===== config.mk =====
export PLATFORM = sky130hd
export DESIGN_NAME = bdpa_out_flat
export DESIGN_NICKNAME = d
export VERILOG_FILES = /design/src/design/bdpa_pkg.sv /design/src/design/bdpa_out_if.sv /design/src/design/bdpa_out.sv /design/src/flat_wrapper.sv
export SDC_FILE = /design/constraint.sdc
export NUM_CORES = 1
export LEC_CHECK = 0
export BUFFER_PORTS_ARGS = -buffer_cell sky130_fd_sc_hd__buf_2
export CORE_MARGIN = 2
export CORE_UTILIZATION = 40
export DETAILED_ROUTE_END_ITERATION = 12
export PLACE_DENSITY = 0.74
export SKIP_CTS_REPAIR_TIMING = 1
export SLEW_MARGIN = 0
export SYNTH_ARGS = -nofsm -noshare
export SYNTH_HDL_FRONTEND = slang
export SYNTH_SLANG_ARGS = --single-unit
export TNS_END_PERCENT = 30

===== constraint.sdc =====
create_clock -name clk -period 2.2 [get_ports clk]
set_input_delay 0.11 -clock clk [delete_from_list [all_inputs] [get_ports clk]]
set_output_delay 0.11 -clock clk [all_outputs]
set_load 0.01 [all_outputs]

===== src/design/bdpa_pkg.sv =====
// shared codes, types and defaults for the binary delta patch applier
package bdpa_pkg;

  localparam int OLD_DEPTH_DEF = 65536;
  localparam int APB_AW = 3;

  localparam logic [1:0] FUNC_LOAD   = 2'd0;
  localparam logic [1:0] FUNC_CTRL   = 2'd1;
  localparam logic [1:0] FUNC_DATA   = 2'd2;
  localparam logic [1:0] FUNC_FINISH = 2'd3;

  localparam logic [2:0] ST_OK       = 3'd0;
  localparam logic [2:0] ST_ADD_OVR  = 3'd1;
  localparam logic [2:0] ST_COPY_OVR = 3'd2;
  localparam logic [2:0] ST_NEG      = 3'd3;
  localparam logic [2:0] ST_SIZE     = 3'd4;
  localparam logic [2:0] ST_UNEXP    = 3'd5;

  typedef struct packed {
    logic [31:0] new_size;
    logic [16:0] old_size;
  } cfg_t;

  typedef struct packed {
    logic        we;
    logic        re;
  } mem_ctl_t;

  typedef struct packed {
    logic        kind;
    logic [7:0]  data_byte;
    logic [31:0] pos;
    logic [2:0]  status;
    logic        add_en;
  } mid_t;

endpackage


===== src/design/bdpa_out_if.sv =====
// output channel: one result per beat
interface bdpa_out_if;
  logic        valid;
  logic        ready;
  logic        kind;
  logic [7:0]  new_byte;
  logic [31:0] new_position;
  logic [2:0]  status;

  modport source (
    output valid, kind, new_byte, new_position, status,
    input  ready
  );
  modport sink (
    input  valid, kind, new_byte, new_position, status,
    output ready
  );
endinterface


===== src/design/bdpa_out.sv =====
// byte add with the old store data and the result register
module bdpa_out (
  input  logic           clk,
  input  logic           rst,
  input  logic           mid_valid,
  input  bdpa_pkg::mid_t mid,
  input  logic [7:0]     rd_data,
  output logic           mid_ready,
  bdpa_out_if.source     patch_out
);

  logic        v3;
  logic        kind;
  logic [7:0]  new_byte;
  logic [31:0] new_position;
  logic [2:0]  status;

  assign mid_ready = !v3 || patch_out.ready;

  always_ff @(posedge clk) begin
    if (rst) begin
      v3 <= 1'b0;
    end else if (mid_ready) begin
      v3 <= mid_valid;
    end
  end

  always_ff @(posedge clk) begin
    if (mid_valid && mid_ready) begin
      kind         <= mid.kind;
      new_byte     <= mid.add_en ? (mid.data_byte + rd_data) : mid.data_byte;
      new_position <= mid.pos;
      status       <= mid.status;
    end
  end

  assign patch_out.valid        = v3;
  assign patch_out.kind         = kind;
  assign patch_out.new_byte     = new_byte;
  assign patch_out.new_position = new_position;
  assign patch_out.status       = status;

endmodule


===== src/flat_wrapper.sv =====
// flat-port wrapper written by rule: the top's interface ports become plain ports
module bdpa_out_flat 
  (clk, rst, mid_valid, mid, rd_data, mid_ready, patch_out_valid, patch_out_kind, patch_out_new_byte, patch_out_new_position, patch_out_status, patch_out_ready);
  bdpa_out_if patch_out_i ();
  input  logic clk;
  input  logic rst;
  input  logic mid_valid;
  input  bdpa_pkg::mid_t mid;
  input  logic [7:0] rd_data;
  output logic mid_ready;
  output wire logic [$bits(patch_out_i.valid)-1:0] patch_out_valid;
  output wire logic [$bits(patch_out_i.kind)-1:0] patch_out_kind;
  output wire logic [$bits(patch_out_i.new_byte)-1:0] patch_out_new_byte;
  output wire logic [$bits(patch_out_i.new_position)-1:0] patch_out_new_position;
  output wire logic [$bits(patch_out_i.status)-1:0] patch_out_status;
  input wire logic [$bits(patch_out_i.ready)-1:0] patch_out_ready;
  assign patch_out_valid = patch_out_i.valid;
  assign patch_out_kind = patch_out_i.kind;
  assign patch_out_new_byte = patch_out_i.new_byte;
  assign patch_out_new_position = patch_out_i.new_position;
  assign patch_out_status = patch_out_i.status;
  assign patch_out_i.ready = patch_out_ready;
  bdpa_out u_core (.clk(clk), .rst(rst), .mid_valid(mid_valid), .mid(mid), .rd_data(rd_data), .mid_ready(mid_ready), .patch_out(patch_out_i));
endmodule

==> impl_metrics.env, run 1 <==
export IMPL_run_status="finished, final reports clean"
export IMPL_core_rowCount=24
export IMPL_fill_cells=315
export IMPL_antenna_left=0
export IMPL_synth_warning_count=0
export IMPL_period_minus_slack_ps=1452
export IMPL_maxCapViolCount=0
export IMPL_ys_seq_area_share_pct=74.24
export IMPL_wl_um=4320
export IMPL_diodes=0
export IMPL_tightest_slew_ps=327.8
export IMPL_hp_class="input pin to flop"
export IMPL_ys_ff_latch=45
export IMPL_antenna_found_initial=0
export IMPL_p_leak_uw=0.001250
export IMPL_grt_pass1_vias=1219
export IMPL_area_delta_synth_final_pct=58.45
export IMPL_htree_levels=2
export IMPL_p_seq_share_pct=52.5
export IMPL_wl_met3_um=571
export IMPL_syn_area_sq_um=1807
export IMPL_multi_input_area_sq_um=436.7
export IMPL_p_sw_uw=430.0
export IMPL_top_layer_used="met4"
export IMPL_vias_per_cell=4.725
export IMPL_cts_path_max_buffers=2
export IMPL_crit_arrival_ps=1490
export IMPL_pwr_share_comb_pct=16.7
export IMPL_grt_total_usage_pct=14.13
export IMPL_grt_max_degree=34
export IMPL_rsz0062_at_grt="false"
export IMPL_swShare_pct=22.15
export IMPL_slowest_delay_ps=320
export IMPL_hp_start="mid[8]"
export IMPL_cp_max_fo=3
export IMPL_pwr_share_clk_pct=30.7
export IMPL_start_kind="input pin"
export IMPL_crit_family="compound AO/OA/AOI/OAI gates"
export IMPL_synth_ff_type="edfxtp_1"
export IMPL_synthCells=107
export IMPL_final_common_cell="buf_2"
export IMPL_final_cell_mix="102 x buf_2, 44 x edfxtp_1, 36 x dlygate4sd3_1, 7 x ha_1"
export IMPL_drcViolationCount=0
export IMPL_r2r_start="u_core.patch_out.valid"
export IMPL_drt_iter0_markers=81
export IMPL_cts_made_buffers=5
export IMPL_die_width_um=71.21
export IMPL_drt_wirelength_per_cell_um=14.16
export IMPL_worstPathRequired_ps=2240
export IMPL_drv_slew=0
export IMPL_drive_gt1_share_pct=45.85
export IMPL_cp_cell_sequence="buf_2 -> ha_1 -> a211oi_2 -> nor2_1 -> a221oi_2 -> xor2_1 -> o22ai_1"
export IMPL_fin_tns_setup_ps=0
export IMPL_start_util_pct=41.49
export IMPL_grt_overflow_total=0
export IMPL_final_nets=317
export IMPL_power_density_nw_per_um2=678.2
export IMPL_worstPathBufferInverterCount=1
export IMPL_dp_hpwl_um=2806
export IMPL_fin_util_pct=65.75
export IMPL_r2r_slack_ps=880
export IMPL_clkTransAtPathRegs_ps=80
export IMPL_seq_area_sq_um=1341
export IMPL_hold_viol_final=0
export IMPL_pin_count=103
export IMPL_max_vdd_ir_drop_uv=299.3
export IMPL_die_h_um=71.21
export IMPL_place_congestion=0.7180
export IMPL_clock_sinks=45
export IMPL_port_buffers=102
export IMPL_vias=1441
export IMPL_cp_slowest_cell="ha_1"
export IMPL_finClkSkew_ps=1.909
export IMPL_synth_distinct_cells=33
export IMPL_p_int_uw=1511
export IMPL_cts_root_buf="clkbuf_8"
export IMPL_crit_cells=7
export IMPL_synthArstFlopShare_pct=0
export IMPL_worstSetupPathType="input pin to flop"
export IMPL_crit_path_end_kind="flop"
export IMPL_met1Wirelength_um=1627
export IMPL_clkLatencyLatePin_ps=280
export IMPL_postSynthAreaPerCell_sq_um=16.89
export IMPL_drt_pre_antenna_iters=5
export IMPL_setup_ws_ps=747.7
export IMPL_syn_nets=172
export IMPL_grt_pass1_wl_um=5423
export IMPL_crit_start="mid[37]"
export IMPL_wl_met2_um=2061
export IMPL_timing_fmax_mhz=688.6
export IMPL_design_area_sq_um=2863
export IMPL_core_area_sq_um=4354
export IMPL_hold_depth=1
export IMPL_synth_edf_count=44
export IMPL_reg2reg_depth=3
export IMPL_power_uw=1941
export IMPL_place_area_sq_um=2392
export IMPL_setup_viol=0
export IMPL_slew_headroom_pct=77.87
export IMPL_dieArea_sq_um=5070
export IMPL_pre_cts_ws_ps=463.0
export IMPL_cts_tree="yes"
export IMPL_fin_crit_sh_pct=66.01
per-stage QoR:
step | hold slack, ps | std cells
after global placement | 266.2 | 261
after floorplan | 179.1 | 107
after global routing | -1.546 | 305
final | 7.111 | 305
after CTS | -38.67 | 269
after detailed placement | 274.6 | 261
routing by layer:
layer | vias to the layer above | GRT usage [%]
met4 | 0 | 6.080
li1 | 707 | -
met3 | 5 | 6.125
met5 | - | 0
met2 | 85 | 23.97
met1 | 644 | 15.36
cells by family after synthesis:
kind of cell	count (synthesis)	share of synthesized area, %
flops	45	74.24
fa+ha+maj	8	5.956
xor+xnor	3	1.455
compound gates	24	9.764
buf+inv	6	1.662
mux	3	2.077
simple gates	18	4.849
cells in the mapped netlist, types with 2 or more instances:
master,count,area [sq um]
a211oi_1,2,15.01
nor2_1,5,18.77
nor3_1,2,10.01
o21ai_1,2,10.01
mux2_2,2,22.52
xnor2_1,2,17.52
nand2_1,5,18.77
ha_1,7,87.58
a21oi_1,5,25.02
edfxtp_1,44,1321
inv_1,5,18.77
o21bai_1,2,15.01
a21o_1,3,22.52
nand2b_1,2,12.51
final timing paths:
kind | to
setup / recovery | u_core.patch_out.new_byte[7]
hold / removal | u_core.patch_out.new_position[4]
setup reg to reg | u_core.patch_out.new_position[3]
hold reg to reg | u_core.patch_out.valid
power by group through the flow:
stage,sequential [uW],combinational [uW],clock [uW]
after global routing,1030,355,650
after CTS,1020,274,613
after floorplan,1070,112,0
after detailed placement,1040,273,0
final,1020,325,597
after global placement,1040,268,0
sequential cells by signal, summed over array words and instances, names as in the netlist:
| name | cells |
|---|---|
| u_core.patch_out.new_position | 32 |
| u_core.patch_out.new_byte | 8 |
| u_core.patch_out.status | 3 |
| u_core.patch_out.kind | 1 |
| u_core.patch_out.valid | 1 |
area by class of cell:
cell class | instances | share of cell area [%]
Multi-Input combinational cell | 56 | 15.25
Sequential cell | 45 | 46.85
Tap cell | 52 | 2.273
Clock buffer | 5 | 2.404
Inverter | 5 | 0.6556
Clock inverter | 3 | 1.442
Timing Repair Buffer | 139 | 31.12
worst reg2reg max path, delay by kind of cell, from the launching register on:
kind                   cells  cell delay, ps
buffers and inverters      1             260
flip-flops                 1             310
AND/OR/NAND/NOR            2             450
(Power assumes the default switching activity.)
==> run 2: changes to the inputs <==
Clock period 2.2 ns to 1.4 ns, I/O delays scaled along.
==> run 2 against run 1 <==
Global-route usage increased by 0.92 points. Via count increased by 6.9%. First-iteration DRC count decreased by 6.2%. Sequential share of layout area decreased by 2.2 points. Final cell count increased by 6.2%. Flip-flop and latch count unchanged. Core utilization increased by 3.2 points. Worst hold slack improved by 27 ps. Critical path type unchanged. Critical endpoint is now u_core.patch_out.new_byte[6]. Largest power group unchanged.
==> impl_metrics.env, run 2 (synthesis gave the netlist of run 1 again) <==
export IMPL_antenna_found_initial=0
export IMPL_crit_path_end_kind="flop"
export IMPL_area_delta_synth_final_pct=66.27
export IMPL_start_kind="input pin"
export IMPL_finClkSkew_ps=5.175
export IMPL_setup_viol=0
export IMPL_largest_reg_flops=32
export IMPL_port_buffers=102
export IMPL_core_area_sq_um=4354
export IMPL_cp_cell_sequence="buf_2 -> ha_2 -> inv_1 -> fa_2 -> nor2b_2 -> o31a_1 -> o21ai_1 -> nand4b_1 -> o311ai_1"
export IMPL_drt_iter0_markers=76
export IMPL_antenna_left=0
export IMPL_place_area_sq_um=2529
export IMPL_fin_tns_setup_ps=0
export IMPL_wl_met2_um=2289
export IMPL_rsz0062_at_grt="true"
export IMPL_final_nets=336
export IMPL_r2r_start="u_core.patch_out.valid"
export IMPL_place_congestion=0.7800
export IMPL_cp_max_fo=3
export IMPL_vias=1541
export IMPL_cts_path_max_buffers=2
export IMPL_period_minus_slack_ps=1364
export IMPL_clkTransAtPathRegs_ps=80
export IMPL_die_h_um=71.21
export IMPL_worstSetupEndpoint="u_core.patch_out.new_byte[6]"
export IMPL_pwr_share_comb_pct=19.5
export IMPL_swShare_pct=24.22
export IMPL_core_rowCount=24
export IMPL_wl_met3_um=575
export IMPL_grt_total_usage_pct=15.05
export IMPL_cp_slowest_cell="fa_2"
export IMPL_tightest_slew_ps=343.8
export IMPL_p_leak_uw=0.001336
export IMPL_worstPathRequired_ps=1440
export IMPL_p_sw_uw=719.8
export IMPL_cts_tree="yes"
export IMPL_top_register="u_core.patch_out.new_position"
export IMPL_final_cell_mix="102 x buf_2, 44 x edfxtp_1, 37 x dlygate4sd3_1, 18 x buf_4, 6 x ha_1"
export IMPL_pin_count=103
export IMPL_start_util_pct=41.49
export IMPL_max_vdd_ir_drop_uv=430.8
export IMPL_worstSetupPathType="input pin to flop"
export IMPL_grt_pass1_vias=1260
export IMPL_drive_gt1_share_pct=50.74
export IMPL_grt_overflow_total=0
export IMPL_reg2reg_depth=3
export IMPL_pwr_share_clk_pct=26.6
export IMPL_grt_pass1_wl_um=5699
export IMPL_diodes=0
export IMPL_maxCapViolCount=0
export IMPL_dp_hpwl_um=3161
export IMPL_fin_crit_sh_pct=97.43
export IMPL_fill_cells=308
export IMPL_slowest_delay_ps=360
export IMPL_htree_levels=2
export IMPL_dieArea_sq_um=5070
export IMPL_drv_slew=0
export IMPL_vias_per_cell=4.756
export IMPL_wl_um=4785
export IMPL_r2r_slack_ps=220
export IMPL_clock_sinks=45
export IMPL_drcViolationCount=0
export IMPL_r2r_end="u_core.patch_out.new_byte[3]"
export IMPL_hp_class="input pin to flop"
export IMPL_cts_made_buffers=5
export IMPL_top_layer_used="met4"
export IMPL_run_status="finished, final reports clean"
export IMPL_die_width_um=71.21
export IMPL_top_regs="u_core.patch_out.new_position (32), u_core.patch_out.new_byte (8), u_core.patch_out.status (3)"
export IMPL_design_area_sq_um=3004
export IMPL_p_int_uw=2252
export IMPL_drt_wirelength_per_cell_um=14.77
export IMPL_power_density_nw_per_um2=989.3
export IMPL_hold_viol_final=0
export IMPL_timing_fmax_mhz=733.1
export IMPL_slew_headroom_pct=76.79
export IMPL_p_seq_share_pct=53.9
export IMPL_hold_depth=3
export IMPL_crit_arrival_ps=1400
export IMPL_crit_start="mid[36]"
export IMPL_grt_max_degree=27
export IMPL_met1Wirelength_um=1754
export IMPL_final_common_cell="buf_2"
export IMPL_cts_root_buf="clkbuf_8"
export IMPL_drt_pre_antenna_iters=4
export IMPL_clkLatencyLatePin_ps=290
==> run 2: power groups by stage <==
stage               Clock (uW)  Sequential (uW)  Combinational (uW)
floorplan                    0             1680                 178
global placement             0             1630                 474
detailed placement           0             1630                 484
CTS                        804             1600                 485
global route               875             1610                 627
finish                     791             1600                 578
==> run 2: how the worst min path moves through the flow <==
| stage | startpoint | to | slack [ps] |
|---|---|---|---|
| global placement | rst | u_core.patch_out.valid | 230 |
| detailed placement | rst | u_core.patch_out.valid | 230 |
| floorplan | rst | u_core.patch_out.valid | 140 |
| finish | mid_valid | u_core.patch_out.valid | 30 |
| CTS | rst | u_core.patch_out.valid | -90 |
| global route | mid_valid | u_core.patch_out.valid | 40 |
==> run 2: area by class of cell <==
cell class / instances / area, sq um / share of cell area [%]
Multi-Input combinational cell: 56 / 452.9 / 15.08
Sequential cell: 45 / 1341 / 44.65
Clock inverter: 3 / 21.27 / 0.7080
Tap cell: 52 / 65.06 / 2.166
Timing Repair Buffer: 158 / 1036 / 34.49
Inverter: 5 / 18.77 / 0.6247
Clock buffer: 5 / 68.82 / 2.291
==> run 2: per-layer routing <==
metal  vias up  GRT usage, %
met3        16         7.265
met2        97         25.82
met4         0         7.547
met1       688         15.10
met5         -             0
li1        740             -
==> run 2: critical path, delay by kind of cell <==
| family | cells | cell delay [ps] |
|---|---|---|
| buffers and inverters | 2 | 150 |
| AOI/OAI and AO/OA | 3 | 340 |
| adders and majority gates | 2 | 570 |
| and+or+nand+nor | 2 | 270 |
==> run 2: stage by stage <==
step                      setup slack [ps]  power [uW]  hold slack [ps]  util (%)  std cells
after detailed placement            -317.5        2116            227.7     58.07        279
after CTS                           -7.654        2890           -92.08     60.14        287
after global placement              -289.9        2103            225.4     58.07        279
final                                36.01        2972            34.06     68.99        324
after global routing                -56.80        3114            43.34     68.99        324
after floorplan                     -81.78        1862            139.1         -        107
