### src/design/bdpa_pkg.sv
// shared codes, types and defaults for the binary delta patch applier
package bdpa_pkg;

  localparam int OLD_DEPTH_DEF = 65536;
  localparam int APB_AW = 3;

  localparam logic [1:0] FUNC_LOAD   = 2'd0;
  localparam logic [1:0] FUNC_CTRL   = 2'd1;
  localparam logic [1:0] FUNC_DATA   = 2'd2;
  localparam logic [1:0] FUNC_FINISH = 2'd3;

  localparam logic [2:0] ST_OK       = 3'd0;
  localparam logic [2:0] ST_ADD_OVR  = 3'd1;
  localparam logic [2:0] ST_COPY_OVR = 3'd2;
  localparam logic [2:0] ST_NEG      = 3'd3;
  localparam logic [2:0] ST_SIZE     = 3'd4;
  localparam logic [2:0] ST_UNEXP    = 3'd5;

  typedef struct packed {
    logic [31:0] new_size;
    logic [16:0] old_size;
  } cfg_t;

  typedef struct packed {
    logic        we;
    logic        re;
  } mem_ctl_t;

  typedef struct packed {
    logic        kind;
    logic [7:0]  data_byte;
    logic [31:0] pos;
    logic [2:0]  status;
    logic        add_en;
  } mid_t;

endpackage

### src/design/bdpa_in_if.sv
// input channel: one patch item per beat
interface bdpa_in_if;
  logic        valid;
  logic        ready;
  logic [1:0]  func;
  logic [15:0] old_index;
  logic [7:0]  byte_value;
  logic [63:0] ctrl_add_raw;
  logic [63:0] ctrl_copy_raw;
  logic [63:0] ctrl_seek_raw;

  modport source (
    output valid, func, old_index, byte_value, ctrl_add_raw, ctrl_copy_raw, ctrl_seek_raw,
    input  ready
  );
  modport sink (
    input  valid, func, old_index, byte_value, ctrl_add_raw, ctrl_copy_raw, ctrl_seek_raw,
    output ready
  );
endinterface

### src/design/bdpa_core.sv
// input stage, patch state and per-item decode feeding the middle stage
module bdpa_core #(
  parameter int OLD_DEPTH = bdpa_pkg::OLD_DEPTH_DEF,
  localparam int AW = (OLD_DEPTH > 1) ? $clog2(OLD_DEPTH) : 1
) (
  input  logic                 clk,
  input  logic                 rst,
  bdpa_in_if.sink              patch_in,
  input  bdpa_pkg::cfg_t       cfg,
  output bdpa_pkg::mem_ctl_t   mem_ctl,
  output logic [AW-1:0]        mem_waddr,
  output logic [7:0]           mem_wdata,
  output logic [AW-1:0]        mem_raddr,
  output logic                 mid_valid,
  output bdpa_pkg::mid_t       mid,
  input  logic                 mid_ready
);

  localparam logic [1:0] PH_WAIT = 2'd0;
  localparam logic [1:0] PH_ADD  = 2'd1;
  localparam logic [1:0] PH_COPY = 2'd2;

  // input register
  logic        v1;
  logic [1:0]  f_func;
  logic [15:0] f_index;
  logic [7:0]  f_byte;
  logic [63:0] f_add;
  logic [63:0] f_copy;
  logic [63:0] f_seek;
  logic        adv1;

  // patch state
  logic [63:0] old_pos, old_pos_next;
  logic [31:0] new_pos, new_pos_next;
  logic [31:0] add_left, add_left_next;
  logic [31:0] copy_left, copy_left_next;
  logic [63:0] seek_pending, seek_pending_next;
  logic [1:0]  phase, phase_next;
  logic        err, err_next;

  bdpa_pkg::mid_t mid_next;

  logic [62:0] add_mag;
  logic [62:0] copy_mag;
  logic        add_neg;
  logic        copy_neg;
  logic [31:0] room;
  logic [31:0] copy_room;
  logic        add_ovr;
  logic        copy_ovr;
  logic [63:0] seek_val;
  logic        lim_cap;
  logic [16:0] lim;
  logic        in_range;
  logic        idx_ok;
  logic [63:0] pos_step;
  logic        pos_inc;
  logic        pos_clear;

  assign adv1           = v1 && (!mid_valid || mid_ready);
  assign patch_in.ready = !v1 || adv1;

  always_ff @(posedge clk) begin
    if (rst) begin
      v1 <= 1'b0;
    end else if (patch_in.ready) begin
      v1 <= patch_in.valid;
    end
  end

  always_ff @(posedge clk) begin
    if (patch_in.valid && patch_in.ready) begin
      f_func  <= patch_in.func;
      f_index <= patch_in.old_index;
      f_byte  <= patch_in.byte_value;
      f_add   <= patch_in.ctrl_add_raw;
      f_copy  <= patch_in.ctrl_copy_raw;
      f_seek  <= patch_in.ctrl_seek_raw;
    end
  end

  // length and bound checks
  assign add_mag   = f_add[62:0];
  assign copy_mag  = f_copy[62:0];
  assign add_neg   = f_add[63] && (add_mag != '0);
  assign copy_neg  = f_copy[63] && (copy_mag != '0);
  assign room      = (cfg.new_size >= new_pos) ? (cfg.new_size - new_pos) : '0;
  assign add_ovr   = (add_mag[62:32] != '0) || (add_mag[31:0] > room);
  assign copy_room = room - add_mag[31:0];
  assign copy_ovr  = (copy_mag[62:32] != '0) || (copy_mag[31:0] > copy_room);
  assign seek_val  = f_seek[63] ? (64'd0 - {1'b0, f_seek[62:0]}) : {1'b0, f_seek[62:0]};

  // old position window
  assign lim_cap  = {15'd0, cfg.old_size} > 32'(OLD_DEPTH);
  assign lim      = lim_cap ? 17'(OLD_DEPTH) : cfg.old_size;
  assign in_range = (old_pos[63:17] == '0) && (old_pos[16:0] < lim);
  assign idx_ok   = {16'd0, f_index} < 32'(OLD_DEPTH);

  always_comb begin
    new_pos_next      = new_pos;
    add_left_next     = add_left;
    copy_left_next    = copy_left;
    seek_pending_next = seek_pending;
    phase_next        = phase;
    err_next          = err;
    pos_step          = '0;
    pos_inc           = 1'b0;
    pos_clear         = 1'b0;
    mem_ctl.we        = 1'b0;
    mem_ctl.re        = adv1;
    mid_next.kind      = 1'b0;
    mid_next.data_byte = '0;
    mid_next.pos       = new_pos;
    mid_next.status    = bdpa_pkg::ST_OK;
    mid_next.add_en    = 1'b0;

    unique case (f_func)
      bdpa_pkg::FUNC_LOAD: begin
        mem_ctl.we = adv1 && idx_ok;
      end
      bdpa_pkg::FUNC_CTRL: begin
        priority if (err || phase != PH_WAIT) begin
          mid_next.status = bdpa_pkg::ST_UNEXP;
        end else if (add_neg || copy_neg) begin
          err_next        = 1'b1;
          mid_next.status = bdpa_pkg::ST_NEG;
        end else if (add_ovr) begin
          err_next        = 1'b1;
          mid_next.status = bdpa_pkg::ST_ADD_OVR;
        end else if (copy_ovr) begin
          err_next        = 1'b1;
          mid_next.status = bdpa_pkg::ST_COPY_OVR;
        end else begin
          add_left_next  = add_mag[31:0];
          copy_left_next = copy_mag[31:0];
          priority if (add_mag[31:0] != '0) begin
            seek_pending_next = seek_val;
            phase_next        = PH_ADD;
          end else if (copy_mag[31:0] != '0) begin
            seek_pending_next = seek_val;
            phase_next        = PH_COPY;
          end else begin
            // empty segment: seek at once
            pos_step          = seek_val;
            seek_pending_next = '0;
            phase_next        = PH_WAIT;
          end
        end
      end
      bdpa_pkg::FUNC_DATA: begin
        if (err || phase == PH_WAIT) begin
          mid_next.status = bdpa_pkg::ST_UNEXP;
        end else begin
          mid_next.kind      = 1'b1;
          mid_next.data_byte = f_byte;
          new_pos_next       = new_pos + 32'd1;
          if (phase == PH_ADD) begin
            mid_next.add_en = in_range;
            pos_inc         = 1'b1;
            add_left_next   = add_left - 32'd1;
            if (add_left == 32'd1) begin
              if (copy_left != '0) begin
                phase_next = PH_COPY;
              end else begin
                pos_step          = seek_pending;
                seek_pending_next = '0;
                phase_next        = PH_WAIT;
              end
            end
          end else begin
            copy_left_next = copy_left - 32'd1;
            if (copy_left == 32'd1) begin
              pos_step          = seek_pending;
              seek_pending_next = '0;
              phase_next        = PH_WAIT;
            end
          end
        end
      end
      bdpa_pkg::FUNC_FINISH: begin
        if (err || phase != PH_WAIT || new_pos != cfg.new_size) begin
          mid_next.status = bdpa_pkg::ST_SIZE;
        end
        mid_next.pos      = '0;
        pos_clear         = 1'b1;
        new_pos_next      = '0;
        add_left_next     = '0;
        copy_left_next    = '0;
        seek_pending_next = '0;
        phase_next        = PH_WAIT;
        err_next          = 1'b0;
      end
    endcase

    old_pos_next = pos_clear ? '0 : (old_pos + pos_step + {63'd0, pos_inc});
  end

  assign mem_waddr = AW'(f_index);
  assign mem_wdata = f_byte;
  assign mem_raddr = AW'(old_pos[16:0]);

  always_ff @(posedge clk) begin
    if (rst) begin
      old_pos      <= '0;
      new_pos      <= '0;
      add_left     <= '0;
      copy_left    <= '0;
      seek_pending <= '0;
      phase        <= PH_WAIT;
      err          <= 1'b0;
    end else if (adv1) begin
      old_pos      <= old_pos_next;
      new_pos      <= new_pos_next;
      add_left     <= add_left_next;
      copy_left    <= copy_left_next;
      seek_pending <= seek_pending_next;
      phase        <= phase_next;
      err          <= err_next;
    end
  end

  // middle stage
  always_ff @(posedge clk) begin
    if (rst) begin
      mid_valid <= 1'b0;
    end else if (!mid_valid || mid_ready) begin
      mid_valid <= v1;
    end
  end

  always_ff @(posedge clk) begin
    if (adv1) begin
      mid <= mid_next;
    end
  end

endmodule

### src/flat_wrapper.sv
// flat-port wrapper written by rule: the top's interface ports become plain ports
module bdpa_core_flat 
#(
  parameter int OLD_DEPTH = bdpa_pkg::OLD_DEPTH_DEF,
  localparam int AW = (OLD_DEPTH > 1) ? $clog2(OLD_DEPTH) : 1
)
  (clk, rst, cfg, mem_ctl, mem_waddr, mem_wdata, mem_raddr, mid_valid, mid, mid_ready, patch_in_valid, patch_in_func, patch_in_old_index, patch_in_byte_value, patch_in_ctrl_add_raw, patch_in_ctrl_copy_raw, patch_in_ctrl_seek_raw, patch_in_ready);
  bdpa_in_if patch_in_i ();
  input  logic clk;
  input  logic rst;
  input  bdpa_pkg::cfg_t cfg;
  output bdpa_pkg::mem_ctl_t mem_ctl;
  output logic [AW-1:0] mem_waddr;
  output logic [7:0] mem_wdata;
  output logic [AW-1:0] mem_raddr;
  output logic mid_valid;
  output bdpa_pkg::mid_t mid;
  input  logic mid_ready;
  input wire logic [$bits(patch_in_i.valid)-1:0] patch_in_valid;
  input wire logic [$bits(patch_in_i.func)-1:0] patch_in_func;
  input wire logic [$bits(patch_in_i.old_index)-1:0] patch_in_old_index;
  input wire logic [$bits(patch_in_i.byte_value)-1:0] patch_in_byte_value;
  input wire logic [$bits(patch_in_i.ctrl_add_raw)-1:0] patch_in_ctrl_add_raw;
  input wire logic [$bits(patch_in_i.ctrl_copy_raw)-1:0] patch_in_ctrl_copy_raw;
  input wire logic [$bits(patch_in_i.ctrl_seek_raw)-1:0] patch_in_ctrl_seek_raw;
  output wire logic [$bits(patch_in_i.ready)-1:0] patch_in_ready;
  assign patch_in_i.valid = patch_in_valid;
  assign patch_in_i.func = patch_in_func;
  assign patch_in_i.old_index = patch_in_old_index;
  assign patch_in_i.byte_value = patch_in_byte_value;
  assign patch_in_i.ctrl_add_raw = patch_in_ctrl_add_raw;
  assign patch_in_i.ctrl_copy_raw = patch_in_ctrl_copy_raw;
  assign patch_in_i.ctrl_seek_raw = patch_in_ctrl_seek_raw;
  assign patch_in_ready = patch_in_i.ready;
  bdpa_core #(.OLD_DEPTH(OLD_DEPTH)) u_core (.clk(clk), .rst(rst), .patch_in(patch_in_i), .cfg(cfg), .mem_ctl(mem_ctl), .mem_waddr(mem_waddr), .mem_wdata(mem_wdata), .mem_raddr(mem_raddr), .mid_valid(mid_valid), .mid(mid), .mid_ready(mid_ready));
endmodule
### config.mk
export PLATFORM = sky130hd
export DESIGN_NAME = bdpa_core_flat
export DESIGN_NICKNAME = d
export VERILOG_FILES = /design/src/design/bdpa_pkg.sv /design/src/design/bdpa_in_if.sv /design/src/design/bdpa_core.sv /design/src/flat_wrapper.sv
export SDC_FILE = /design/constraint.sdc
export NUM_CORES = 1
export LEC_CHECK = 0
export BUFFER_PORTS_ARGS = -buffer_cell sky130_fd_sc_hd__buf_2
export CAP_MARGIN = 40
export CORE_MARGIN = 1.5
export CORE_UTILIZATION = 59
export DETAILED_ROUTE_END_ITERATION = 7
export PLACE_DENSITY = 0.81
export SLEW_MARGIN = 10
export SYNTH_ARGS = -nofsm -noshare
export SYNTH_HDL_FRONTEND = slang
export SYNTH_SLANG_ARGS = --single-unit
### constraint.sdc
create_clock -name clk -period 15.2 [get_ports clk]
set_input_delay 0 -clock clk [delete_from_list [all_inputs] [get_ports clk]]
set_output_delay 0 -clock clk [all_outputs]
set_load 0.05 [all_outputs]
==> flow_summary.toml <==
[outcome]
status = "finished, final reports clean"

[floorplan]
initial_core_util_pct = 60.0
ios = 360
dieWidth_microns = 226
die_y_microns = 226
core_region_area_sq_mm = 0.0491
die-area_sq_mm = 0.0512
core.rowCount = 81

[global_routing]
grt_start_max_net_pins = 93
grt_use_total_pct = 36.9
grt_pass1_vias = 27500
grt.overflow.total = 0
grt_pass1_wl_microns = 148000
antenna_found_initial = 1

[timing]
max_freq_mhz = 75.6
rsz0062_at_grt = "no"
hold_viol = 0
fin_skew_ns = 0.0278
post-route-period-util_pct = 87.1
final-setup-viol-count = 0
worst_pin_slew_ns = 0.912
tns_ns = 0
fin_crit_ns = 13.24
slew_violations = 0
slew_headroom_pct = 37.7

[clock_network]
cts_root_buffer = "clkbuf_16"
htreeDepth = 2
cts_resized = 0
cts_buffers = 53
cts.reportedPaths.clkPinSlew_ns = 0.06
clkLatencyLatePin_ns = 0.64
cts_tree = "done"
clk_path_buf_depth = 3
clkSinkCount = 492

[synth]
netlist_instances = 3179
ys.flop_type = "edfxtp_1"
syn_avg_cell_area_sq_um = 9.26
synth_top_area_share_pct = 26.8
synth.top_cells.by_area = "edfxtp_1 (27%), dfxtp_1 (16%), ha_1 (7.9%)"
seq_area_frac_synth_pct = 42.4
synth_nets = 3639
synthDistinctLibCells = 84
post-synth-top-area-cell = "edfxtp_1"
syn_area_sq_mm = 0.0294
synth_edf_count = 263
synthTopCellsByCount = "nor2_1 (314), edfxtp_1 (263), dfxtp_1 (229), nand2_1 (229), a21oi_1 (191)"
synth_seq_cells = 492
ys.warnings.count = 0
synth_most_common_cell = "nor2_1"
async_flop_share_pct = 0

[job]
maxCapViolations = 0

[finish]
synthToLayoutAreaGrowth_pct = 21.6
drive_gt1_share_pct = 14.3
final_nets = 4140
final_util_pct = 73.0

[route]
ant_nets = 0
drt_iter0_drc = 2835
dr_total_vias = 27900
drc_errors = 0
wl_microns = 96700
vias_per_cell = 6.36
dr.pass1.iters = 5
wire_per_inst_microns = 22.0

[critical_path]
timing.rr.start = "u_core.new_pos[0]"
reg2reg_slack_ns = 1.96
critical_path_class = "reg -> reg"
rr_endpoint = "u_core.old_pos[56]"
start_kind = "register"
required_ns = 15.77
startpoint = "u_core.new_pos[0]"
cpMaxStageDelayCell = "or4_1"
rr_worst_depth = 48
cp_data_arrival_time_ns = 13.80
critPathCapture = "u_core.old_pos[56]"
worstPathMaxFanout = 63
slowest_delay_ns = 0.64
worstSetupEndpointType = "register"

[power]
p_leak_nw = 14.3
total_power_mw = 3.53
ir_worst_vdd_mv = 0.126
p_per_area_mw_per_mm2 = 98.7

[placed_design]
place_hpwl_microns = 65000
port_buffers = 359
place_congestion = 0.988

[min_path]
hp-class = "in -> reg"
-- placed cells by master (no fill, tap or decap), types with 114 or more instances in the layout --
cell type	instances
dlygate4sd3_1	223
edfxtp_1	263
ha_1	183
inv_1	121
buf_2	360
o21ai_0	172
a21oi_1	188
nand2_1	229
xor2_1	114
nor2_1	312
dfxtp_1	229
-- worst min-delay path by stage --
stage	from	end	slack, ns	cells past startpoint
after floorplan	patch_in_ctrl_add_raw[0]	u_core.f_add[0]	0.1	0
after global placement	patch_in_ctrl_seek_raw[34]	u_core.f_seek[34]	0.18	1
after detailed placement	patch_in_ctrl_seek_raw[17]	u_core.f_seek[17]	0.18	1
after CTS	cfg[8]	u_core.mid[0]	0.02	5
after global routing	cfg[8]	u_core.mid[0]	0.05	5
final	cfg[8]	u_core.mid[0]	0.05	5
-- critical path: cells and delay by family, from the launching register on --
kind            cells  cell delay [ns]
compound gates     22             5.50
buf+inv             4             0.82
fa+ha+maj           7             2.42
simple gates       14             3.87
flops               1             0.42
xor+xnor            1             0.09
-- layer usage --
layer,vias to the layer above,GRT usage (%),part of all wire (%)
met3,323,5.42,7.8
met4,0,18.0,5.1
met5,-,0,0
li1,12800,-,-
met2,1441,63.5,49
met1,13300,45.2,39
-- cells by family after synthesis --
group           Yosys count  share of synthesized area (%)
compound gates          892                           20.4
xor+xnor                198                           5.89
fa+ha+maj               189                           8.14
buf+inv                 295                           4.04
flops                   492                           42.4
mux                       5                          0.179
simple gates           1108                           18.9
-- state kept, by name, indices dropped and copies added (netlist names), 8 cells and up --
register	cells
u_core.seek_pending	64
u_core.mem_wdata	8
u_core.old_pos	64
u_core.add_left	32
u_core.f_copy	64
u_core.new_pos	32
u_core.mem_waddr	16
u_core.f_seek	64
u_core.copy_left	32
u_core.mid	45
u_core.f_add	64
-- through the flow --
step                      hold WS (ns)  instance area (sq um)  worst slack, ns  instances
after floorplan                 0.0989                  29400             4.06       3179
after global placement           0.176                  31600             2.73       4060
after detailed placement         0.178                  31600             2.32       4064
after CTS                       0.0161                  35700             2.21       4386
after global routing            0.0487                  35800             1.11       4389
final                           0.0455                  35800             1.96       4389
-- area by class of cell --
class,count,area [sq um]
Tap cell,664,831
Timing Repair Buffer,619,4360
Clock buffer,71,1470
Clock inverter,28,384
Inverter,122,458
Sequential cell,492,12500
Multi-Input combinational cell,2392,15800
Fill cell,3524,13300
Antenna cell,1,2.50
-- timing repair --
action / in CTS / in global routing
hold buffers: 223 / 0
hold endpoints to repair: 250 / 0
setup buffers: 0 / 0
-- where the power goes --
| group | switching (mW) | total [mW] | internal (mW) |
|---|---|---|---|
| clock | 0.586 | 1.39 | 0.805 |
| sequential | 0.0481 | 1.51 | 1.46 |
| combinational | 0.381 | 0.635 | 0.254 |
Note: power is estimated with default switching activity, not from simulation.
