[src/design/bdpa_pkg.sv]
// shared codes, types and defaults for the binary delta patch applier
package bdpa_pkg;

  localparam int OLD_DEPTH_DEF = 65536;
  localparam int APB_AW = 3;

  localparam logic [1:0] FUNC_LOAD   = 2'd0;
  localparam logic [1:0] FUNC_CTRL   = 2'd1;
  localparam logic [1:0] FUNC_DATA   = 2'd2;
  localparam logic [1:0] FUNC_FINISH = 2'd3;

  localparam logic [2:0] ST_OK       = 3'd0;
  localparam logic [2:0] ST_ADD_OVR  = 3'd1;
  localparam logic [2:0] ST_COPY_OVR = 3'd2;
  localparam logic [2:0] ST_NEG      = 3'd3;
  localparam logic [2:0] ST_SIZE     = 3'd4;
  localparam logic [2:0] ST_UNEXP    = 3'd5;

  typedef struct packed {
    logic [31:0] new_size;
    logic [16:0] old_size;
  } cfg_t;

  typedef struct packed {
    logic        we;
    logic        re;
  } mem_ctl_t;

  typedef struct packed {
    logic        kind;
    logic [7:0]  data_byte;
    logic [31:0] pos;
    logic [2:0]  status;
    logic        add_en;
  } mid_t;

endpackage

[src/design/bdpa_cfg.sv]
// apb register file holding the expected new size and the old image size
module bdpa_cfg (
  input  logic                         clk,
  input  logic                         rst,
  input  logic                         psel,
  input  logic                         penable,
  input  logic                         pwrite,
  input  logic [bdpa_pkg::APB_AW-1:0]  paddr,
  input  logic [31:0]                  pwdata,
  output logic [31:0]                  prdata,
  output logic                         pready,
  output bdpa_pkg::cfg_t               cfg
);

  localparam logic REG_NEW_SIZE = 1'b0;
  localparam logic REG_OLD_SIZE = 1'b1;

  logic [31:0] new_size;
  logic [16:0] old_size;

  always_ff @(posedge clk) begin
    if (rst) begin
      new_size <= '0;
      old_size <= '0;
    end else if (psel && penable && pwrite) begin
      unique case (paddr[2])
        REG_NEW_SIZE: new_size <= pwdata;
        REG_OLD_SIZE: old_size <= pwdata[16:0];
      endcase
    end
  end

  always_comb begin
    unique case (paddr[2])
      REG_NEW_SIZE: prdata = new_size;
      REG_OLD_SIZE: prdata = {15'd0, old_size};
    endcase
  end

  assign pready       = 1'b1;
  assign cfg.new_size = new_size;
  assign cfg.old_size = old_size;

endmodule

[config.mk]
export PLATFORM = sky130hd
export DESIGN_NAME = bdpa_cfg
export DESIGN_NICKNAME = d
export VERILOG_FILES = /design/src/design/bdpa_pkg.sv /design/src/design/bdpa_cfg.sv
export SDC_FILE = /design/constraint.sdc
export NUM_CORES = 1
export LEC_CHECK = 0
export ABC_CLOCK_PERIOD_IN_PS = 900
export BUFFER_PORTS_ARGS = -buffer_cell sky130_fd_sc_hd__buf_2
export CORE_MARGIN = 2
export CORE_UTILIZATION = 41
export CTS_CLUSTER_DIAMETER = 100
export DETAILED_ROUTE_END_ITERATION = 8
export PLACE_DENSITY = 0.87
export SETUP_SLACK_MARGIN = 0.2
export SLEW_MARGIN = 20
export SYNTH_ARGS = -nofsm -noshare
export SYNTH_HDL_FRONTEND = slang
export SYNTH_SLANG_ARGS = --single-unit
export TNS_END_PERCENT = 5
[constraint.sdc]
create_clock -name clk -period 0.9 [get_ports clk]
set_input_delay 0.135 -clock clk [delete_from_list [all_inputs] [get_ports clk]]
set_output_delay 0.135 -clock clk [all_outputs]
set_load 0.01 [all_outputs]
==> results of run 1 <==
[where the power goes]
group / total [µW] / internal, µW / switching, µW
Clock: 1400 / 696 / 703
Sequential: 2260 / 2220 / 39.7
Combinational: 693 / 411 / 283
[layout make-up]
type	instances	area, µm²
clock buffer	7	96.3
clock inverter	1	5.00
fill	383	1630
multi-input combinational	165	1370
sequential	49	1040
tap	72	90.1
timing repair buffer	150	1370
[layer usage]
layer	vias to the layer above	wire length, µm	share of wire, %	track usage (%)
met3	8	421	6.5	4.00
li1	1035	-	-	-
met1	981	2500	39	20.0
met2	80	3470	54	34.5
met5	-	0	0	0
met4	0	89	1.4	6.61
[repair_timing]
action | in CTS | in global routing
setup buffers | 8 | 5
endpoints found under the setup margin | 130 | 128
hold buffers | 0 | 0
resized for setup | 94 | 52
pin swaps | 0 | 1
[cell families (layout without fill, tap and decap cells)]
group                  after synthesis  after routing  share of synthesized area, %
AND/OR/NAND/NOR                     98             98                          25.5
buffers and inverters               20            158                          5.73
flip-flops                          49             49                          40.5
other                                1              1                         0.155
multiplexers                        66             66                          28.2
[flip-flops by register name, indices dropped and copies added (netlist names)]
register  cells
new_size     32
old_size     17
[synth_stat cells]
| master | n |
|---|---|
| nand4_1 | 1 |
| conb_1 | 1 |
| mux2_2 | 17 |
| dfxtp_1 | 49 |
| and4b_1 | 1 |
| buf_2 | 3 |
| buf_6 | 3 |
| buf_8 | 3 |
| nor2b_1 | 15 |
| nand2b_1 | 81 |
| clkbuf_1 | 10 |
| buf_4 | 1 |
| mux2i_1 | 49 |
[worst paths after layout]
path,end,startpoint,slack [ns],cells after the start
min,new_size[26],pwdata[26],0.09,3
max reg2reg,new_size[9],new_size[9],0.13,4
max,prdata[5],old_size[5],-0.29,2
min reg2reg,new_size[25],new_size[25],0.49,2
[per-stage QoR]
step / total power [µW] / cells / hold WS, ns / util [%]
after floorplan: 2620 / 234 / 0.290 / -
after global placement: 2840 / 423 / 0.398 / 56.8
after detailed placement: 2850 / 423 / 0.413 / 56.8
after CTS: 4350 / 439 / 0.0817 / 65.6
after global routing: 4540 / 444 / 0.0842 / 70.9
final: 4350 / 444 / 0.0927 / 70.9
[critical path, cell delays in order (launching register included)]
cell and delay [ns]:
dfxtp_2 0.35, mux2_2 0.29, buf_6 0.12
==> qor.csv, run 1 <==
stage;metric;value;unit
synthesis;synth_cells;234;
global_route;grt.overflow.total;0;
route;drc;0;
cells_and_area;final_area;3980;µm²
clocking;cts_inserted_buffers;5;
placed_design;hpwl;4.10;mm
placed_design;gp_congestion;0.689;
global_route;grt_usage;18.3;%
timing;drv_slew;0;
clocking;clkSlewWorstSetupHoldPaths;0.09;ns
timing;timing.fmax;842;MHz
timing;period_share;132;%
cells_and_area;layout_commonest_cell;nand2b_1;
clocking;max-clock-path-buffers;2;
power;ir_drop;0.605;mV
global_route;grt_max_degree;44;
placed_design;pre_cts_ws;-0.211;ns
global_route;grt_pass1_wl;9.30;mm
status;violations;negative setup slack;
status;status;finished, violations left;
cells_and_area;fin_nets;411;
timing;clock_skew;0;ns
cells_and_area;layout-drive-gt1-share;60.8;%
synthesis;syn_nets;274;
clocking;cts_tree;yes;
setup_path;path_max_fanout;3;
cells_and_area;syn2layout_area_growth;64.1;%
timing;setup-tns-final;-8.39;ns
synthesis;ys_seq_area_share;40.5;%
route;postRouteAntennaNets;0;
route;routed_wl;6.49;mm
setup_path;worstSetupEndpointType;output pin;
setup_path;crit_type;register to output pin;
floorplanning;rows;27;
synthesis;synth_area_per_cell;10.4;µm²
timing;setup_viol;60;
route;vias_per_cell;4.74;
clocking;clock_sinks;49;
floorplanning;initial_core_util;43.2;%
global_route;grt_pass1_vias;2060;
synthesis;synth_cell_types;13;
timing;rsz0062_at_grt;yes;
synthesis;ys_ff_latch;49;
placed_design;io_buffers;118;
cells_and_area;diodes;0;
placed_design;place_area;3180;µm²
synthesis;ys_warn_count;0;
clocking;root_buffer;clkbuf_8;
synthesis;synth.top_cell.area_share;40.5;%
route;drtIter0Drc;57;
job;maxCapViolCount;0;
timing;finalWorstSetupSlack;-0.287;ns
clocking;insertion_delay;0.29;ns
synthesis;synth_area_leaders;dfxtp_1, nand2b_1, mux2i_1, mux2_2, nor2b_1;
timing;hold_viol;0;
floorplanning;die_w;80.9;µm
floorplanning;die_area;6540;µm²
floorplanning;ioPinCount;122;
cells_and_area;final_cell_mix;nand2b_1, buf_6, buf_2;
power;p_leak;0.00186;µW
synthesis;synth_area;2420;µm²
synthesis;synth_top_area_cell;dfxtp_1;
timing;period_needed;1.19;ns
hold_path;min_path_type;primary input to register;
setup_path;cp.required;0.76;ns
setup_path;arrival;1.05;ns
floorplanning;die_h;80.9;µm
route;route.vias.total;2104;
clocking;h-tree-depth;2;
floorplanning;core;5610;µm²
route;firstDrtPassIters;4;
route;drt-wirelength-per-cell;14.6;µm
power;power_density;1100;nW/µm²
setup_path;startpoint_type;register;
global_route;antenna_found_initial;0;
Note: power is estimated with default switching activity, not from simulation.
==> inputs of run 2 (changes only) <==
--- a/config.mk
+++ b/config.mk
@@ -8,10 +8,11 @@
 export ABC_CLOCK_PERIOD_IN_PS = 900
 export BUFFER_PORTS_ARGS = -buffer_cell sky130_fd_sc_hd__buf_2
 export CORE_MARGIN = 2
-export CORE_UTILIZATION = 41
+export CORE_UTILIZATION = 43
+export CTS_BUF_LIST = sky130_fd_sc_hd__clkbuf_4 sky130_fd_sc_hd__clkbuf_8
 export CTS_CLUSTER_DIAMETER = 100
 export DETAILED_ROUTE_END_ITERATION = 8
-export PLACE_DENSITY = 0.87
+export PLACE_DENSITY = 0.9
 export SETUP_SLACK_MARGIN = 0.2
 export SLEW_MARGIN = 20
 export SYNTH_ARGS = -nofsm -noshare
==> run 2 against run 1 <==
Hold slack got worse by 0.011 ns. Via count rose by 1.5%. Global-route usage rose by 1.7 points. Routed wire length rose by 2.2%. Final area rose by 0.50%. Utilization rose by 2.1 points. Largest cell class unchanged. Register-to-register slack got worse by 0.04 ns. Clock power rose by 18%. Total power rose by 5.7%. Count of clock-buffer cells in the layout did not move. Sequential share of layout area fell by 0.068 points. Die area fell by 4.4%. The run still ends with negative setup slack left.
==> qor.csv, run 2 (synthesis results as in run 1) <==
stage;metric;value;unit;change
timing;rsz0062_at_grt;yes;;
route;drt-wirelength-per-cell;14.8;µm;+1.5%
route;postRouteAntennaNets;0;;unchanged
setup_path;path_max_fanout;3;;unchanged
timing;setup_viol;59;;-1.7%
timing;finalWorstSetupSlack;-0.286;ns;+0.000733 ns
setup_path;crit_start;new_size[5];;
cells_and_area;layout_commonest_cell;buf_6;;
global_route;grt_pass1_wl;9.85;mm;+5.9%
timing;period_needed;1.19;ns;-0.000733 ns
cells_and_area;syn2layout_area_growth;64.9;%;
power;p_leak;0.00188;µW;+1.2%
route;drc;0;;unchanged
power;power.internal;3560;µW;+7.1%
cells_and_area;seq_area;1040;µm²;+0.24%
clocking;clock_sinks;49;;unchanged
route;firstDrtPassIters;4;;unchanged
global_route;grt_pass1_vias;2085;;+1.2%
setup_path;path_cells;mux2_2, buf_6;;
timing;setup-tns-final;-9.01;ns;-0.614 ns
timing;drv_slew;0;;unchanged
cells_and_area;multiInputGateArea;1370;µm²;unchanged
clocking;cts_tree;yes;;
power;power_density;1150;nW/µm²;+5.2%
setup_path;worst_path_largest_cell_delay;0.35;ns;about the same
floorplanning;die_area;6250;µm²;-4.4%
cells_and_area;top_register;new_size;;
hold_path;min_path_type;primary input to register;;
placed_design;hpwl;4.08;mm;-0.69%
power;netSwitchingFraction;22.5;%;-1.0 points
cells_and_area;largest_register_ffs;32;;unchanged
setup_path;worstSetupEndpointType;output pin;;
placed_design;place_area;3170;µm²;-0.55%
status;status;finished, violations left;;
route;routed_wl;6.63;mm;+2.2%
cells_and_area;fillers;385;;+0.52%
floorplanning;initial_core_util;44.3;%;+1.1 points
setup_path;cp.required;0.76;ns;about the same
setup_path;slowest_stage;dfxtp_2;;
cells_and_area;final_cells;447;;+0.68%
floorplanning;ioPinCount;122;;unchanged
power;clkPwrFrac;35.9;%;+3.8 points
route;vias_per_cell;4.78;;+0.84%
placed_design;gp_congestion;0.779;;+13%
global_route;antenna_found_initial;0;;unchanged
power;ir_drop;0.835;mV;+38%
cells_and_area;final_area;4000;µm²;+0.50%
route;route.vias.total;2136;;+1.5%
floorplanning;die_h;79.1;µm;-2.2%
cells_and_area;fin_nets;414;;+0.73%
cells_and_area;final_cell_mix;buf_6, nand2b_1, buf_2;;
placed_design;place_inst;424;;+0.24%
clocking;insertion_delay;0.29;ns;about the same
global_route;grt_max_degree;55;;+25%
power;p_seq_share;49.2;%;-2.8 points
cells_and_area;utilization;73.0;%;+2.1 points
timing;hold_viol;0;;unchanged
timing;timing.fmax;843;MHz;about the same
setup_path;startpoint_type;register;;
setup_path;crit_type;register to output pin;;
hold_path;worstHoldStart;pwdata[20];;
cells_and_area;diodes;0;;unchanged
global_route;grt_usage;20.1;%;+1.7 points
clocking;root_buffer;clkbuf_8;;
cells_and_area;layout-drive-gt1-share;61.9;%;+1.1 points
timing;period_share;132;%;about the same
cells_and_area;reg.largest.list;new_size x32, old_size x17;;
status;violations;negative setup slack;;
floorplanning;core;5470;µm²;-2.4%
power;p_comb_share;14.9;%;-1.0 points
placed_design;io_buffers;118;;unchanged
power;p_sw;1040;µW;+1.1%
floorplanning;rows;27;;unchanged
setup_path;arrival;1.05;ns;about the same
setup_path;r2r-start;old_size[11];;
clocking;max-clock-path-buffers;2;;unchanged
route;drtIter0Drc;45;;-21%
timing;clock_skew;0;ns;unchanged
job;maxCapViolCount;0;;unchanged
clocking;h-tree-depth;2;;unchanged
clocking;clkSlewWorstSetupHoldPaths;0.09;ns;about the same
floorplanning;die_w;79.1;µm;-2.2%
clocking;cts_inserted_buffers;5;;unchanged
global_route;grt.overflow.total;0;;unchanged
==> run 2: cell count changes in the layout (fill, tap and decap cells not counted), sizes merged <==
| cell | change |
|---|---|
| bufinv | +1 |
| clkinv | -1 |
| buf | +3 |
==> run 2: area by class of cell <==
type                       instances  share of cell area [%]
clock buffer                       7                    2.25
multi-input combinational        165                    34.3
sequential                        49                    26.1
timing repair buffer             153                    34.4
clock inverter                     1                   0.752
tap                               72                    2.25
==> run 2: what timing repair did <==
item / in CTS / in global routing
pin swaps: 1 / 1
gates resized for setup: 105 / 46
setup buffers: 7 / 8
hold buffers: 0 / 0
cloned: 0 / 0
setup endpoints to repair: 128 / 126
==> run 2: power groups by stage <==
stage / clock network (µW) / registers (µW) / logic, µW
final: 1650 / 2260 / 685
after global routing: 1790 / 2270 / 735
after detailed placement: 0 / 2300 / 543
after global placement: 0 / 2290 / 532
after CTS: 1680 / 2260 / 627
after floorplan: 0 / 2320 / 298
==> run 2: per-stage QoR <==
| stage | worst slack (ns) | hold WS [ns] | total power (µW) |
|---|---|---|---|
| final | -0.286 | 0.0820 | 4600 |
| after global routing | -0.307 | 0.0849 | 4790 |
| after CTS | -0.272 | 0.0788 | 4570 |
| after detailed placement | -0.246 | 0.407 | 2840 |
| after global placement | -0.158 | 0.401 | 2830 |
| after floorplan | -0.0895 | 0.290 | 2620 |
==> run 2: worst max-delay path, delay by kind of cell, from the launching register on <==
kind                   cells  cell delay (ns)
DFF                        1             0.35
muxes                      1             0.28
buffers and inverters      1             0.12
==> run 2: path summary, 6_finish.rpt <==
path,slack (ns),depth (start not counted),end
max,-0.29,2,prdata[5]
min,0.08,3,new_size[20]
max reg2reg,0.09,4,old_size[11]
min reg2reg,0.48,2,new_size[21]
==> run 2: metal layers <==
metal / GRT usage (%) / part of all wire (%) / routed length, µm
met5: 0 / 0 / 0
met4: 7.76 / 3.4 / 228
met3: 3.86 / 6.1 / 402
met2: 37.4 / 51 / 3410
met1: 22.3 / 39 / 2590
==> inputs of run 3 (changes only) <==
--- a/config.mk
+++ b/config.mk
@@ -7,6 +7,7 @@
 export LEC_CHECK = 0
 export ABC_CLOCK_PERIOD_IN_PS = 900
 export BUFFER_PORTS_ARGS = -buffer_cell sky130_fd_sc_hd__buf_2
+export CORE_ASPECT_RATIO = 1.2
 export CORE_MARGIN = 2
 export CORE_UTILIZATION = 43
 export CTS_BUF_LIST = sky130_fd_sc_hd__clkbuf_4 sky130_fd_sc_hd__clkbuf_8
==> run 3 against run 2 <==
Sequential power about the same. The run still ends with negative setup slack left. Maximum frequency up 0.99%. Non-clock buffer count decreased by 8. Critical endpoint is now prdata[1]. Combinational power about the same.
==> qor.csv, run 3 (synthesis results as in run 1) <==
stage;metric;value;unit;change
cells_and_area;diodes;0;;unchanged
route;routed_wl;6.57;mm;-0.98%
setup_path;cp.required;0.76;ns;about the same
route;drtIter0Drc;71;;+58%
power;netSwitchingFraction;24.9;%;+2.3 points
power;power_density;1090;nW/µm²;-5.4%
power;ir_drop;0.819;mV;-1.9%
route;drc;0;;unchanged
global_route;grt.overflow.total;0;;unchanged
timing;rsz0062_at_grt;yes;;
power;p_leak;0.00181;µW;-3.7%
power;power.internal;3200;µW;-10%
placed_design;hpwl;4.02;mm;-1.4%
clocking;clock_sinks;49;;unchanged
power;p_comb_share;16.0;%;+1.1 points
cells_and_area;fin_nets;406;;-1.9%
clocking;insertion_delay;0.30;ns;about the same
power;clkPwrFrac;30.9;%;-5.0 points
floorplanning;core;5370;µm²;-1.9%
floorplanning;rows;29;;+7.4%
timing;period_share;131;%;-1.3 points
timing;period_needed;1.17;ns;-0.0116 ns
placed_design;place_area;3130;µm²;-1.0%
timing;finalWorstSetupSlack;-0.275;ns;+0.0116 ns
setup_path;startpoint_type;register;;
cells_and_area;top_register;new_size;;
cells_and_area;reg.largest.list;new_size x32, old_size x17;;
clocking;max-clock-path-buffers;2;;unchanged
status;violations;negative setup slack;;
placed_design;gp_congestion;0.740;;-5.0%
global_route;grt_busiest_layer;met2;;
clocking;h-tree-depth;2;;unchanged
floorplanning;ioPinCount;122;;unchanged
clocking;ctsHoldBuffers;0;;unchanged
route;postRouteAntennaNets;0;;unchanged
route;vias_per_cell;4.93;;+3.3%
setup_path;regToRegSetupSlack;0.10;ns;about the same
hold_path;worstHoldPathCells;3;;unchanged
floorplanning;die_h;86.2;µm;+9.1%
cells_and_area;layout-drive-gt1-share;60.8;%;-1.1 points
timing;setup_viol;58;;-1.7%
cells_and_area;largest_register_ffs;32;;unchanged
job;maxCapViolCount;0;;unchanged
clocking;cts_inserted_buffers;5;;unchanged
global_route;grt_pass1_wl;9.67;mm;-1.8%
cells_and_area;final_area;3910;µm²;-2.1%
timing;whs;0.0788;ns;-0.00314 ns
setup_path;crit_start;new_size[1];;
setup_path;arrival;1.04;ns;about the same
floorplanning;die_area;6250;µm²;about the same
global_route;grt_util_met3;4.53;%;+0.67 points
clocking;cts_tree;yes;;
timing;timing.fmax;851;MHz;+0.99%
setup_path;r2r-start;new_size[0];;
power;p_sw;1060;µW;+2.2%
setup_path;worstSetupEndpointType;output pin;;
power;p_seq_share;53.1;%;+3.9 points
floorplanning;die_w;72.5;µm;-8.3%
route;drt-wirelength-per-cell;15.3;µm;+3.2%
global_route;antenna_found_initial;0;;unchanged
global_route;grt_pass1_vias;2086;;+0.048%
placed_design;io_buffers;118;;unchanged
setup_path;r2r_end;new_size[0];;
status;status;finished, violations left;;
setup_path;r2r_cells;4;;unchanged
global_route;grt_max_degree;47;;-15%
clocking;clkSlewWorstSetupHoldPaths;0.10;ns;about the same
cells_and_area;final_cell_mix;nand2b_1, buf_6, buf_2;;
cells_and_area;layout_commonest_cell;nand2b_1;;
setup_path;crit_type;register to output pin;;
setup_path;path_max_fanout;3;;unchanged
hold_path;worstHoldStart;pwdata[30];;
clocking;root_buffer;clkbuf_8;;
timing;hold_viol;0;;unchanged
hold_path;min_path_type;primary input to register;;
route;route.vias.total;2117;;-0.89%
cells_and_area;syn2layout_area_growth;61.5;%;
route;firstDrtPassIters;6;;+2
global_route;use_met2;37.3;%;-0.092 points
global_route;met1_usage;21.8;%;-0.54 points
timing;clock_skew;0;ns;unchanged
floorplanning;initial_core_util;45.1;%;+0.85 points
power;power.total;4260;µW;-7.4%
timing;drv_slew;0;;unchanged
global_route;grt_usage;19.7;%;-0.39 points
hold_path;hold_end;new_size[30];;
[run 3: cell count changes in the layout (fill, tap and decap cells not counted), sizes merged]
cell / previous run / this run
buf: 153 / 145
bufinv: 1 / 0
clkbuf: 7 / 6
clkinvlp: 0 / 2
[run 3: worst max-delay path, stage by stage, from the launching register on]
cell,delay (ns)
dfxtp_2,0.35
mux2_4,0.27
buf_6,0.12
[run 3: worst max path at each step]
| stage | slack (ns) | depth (start not counted) | endpoint |
|---|---|---|---|
| 6_report | -0.27 | 2 | prdata[1] |
| 5_1_grt | -0.31 | 2 | prdata[2] |
| 4_1_cts | -0.27 | 2 | prdata[6] |
| 3_5_place_dp | -0.24 | 4 | new_size[11] |
| 3_3_place_gp | -0.17 | 4 | new_size[8] |
| 2_1_floorplan | -0.09 | 5 | new_size[0] |
[run 3: power by group through the flow]
stage / registers [µW] / clock network [µW] / logic (µW)
CTS: 2260 / 1340 / 627
detailed placement: 2300 / 0 / 548
finish: 2260 / 1320 / 682
floorplan: 2320 / 0 / 298
global placement: 2300 / 0 / 541
global route: 2270 / 1440 / 730
[run 3: repair_timing]
item | in CTS | in global routing
pin swaps | 1 | 1
setup endpoints to repair | 130 | 130
setup buffers | 8 | 5
gates resized for setup | 102 | 43
[run 3: final cells by class]
type                    instances  area (µm²)
clock buffers                   6        76.3
clock inverters                 2        15.0
fillers                       369        1460
multi-input cells             165        1360
flip-flops and latches         49        1040
well taps                      62        77.6
repair buffers                145        1340
[run 3: through the flow]
stage	utilization (%)	worst slack [ns]	TNS, ns	instances
final	72.9	-0.275	-8.62	429
after CTS	67.9	-0.275	-8.16	424
after floorplan	-	-0.0895	-3.31	234
after global placement	58.3	-0.172	-10.17	408
after global routing	72.9	-0.311	-11.23	429
after detailed placement	58.3	-0.241	-12.53	408
[run 3: metal layers]
metal	part of all wire, %	up-vias
met2	55	84
met5	0	-
met3	6.9	2
li1	-	1020
met1	37	1011
met4	0.18	0
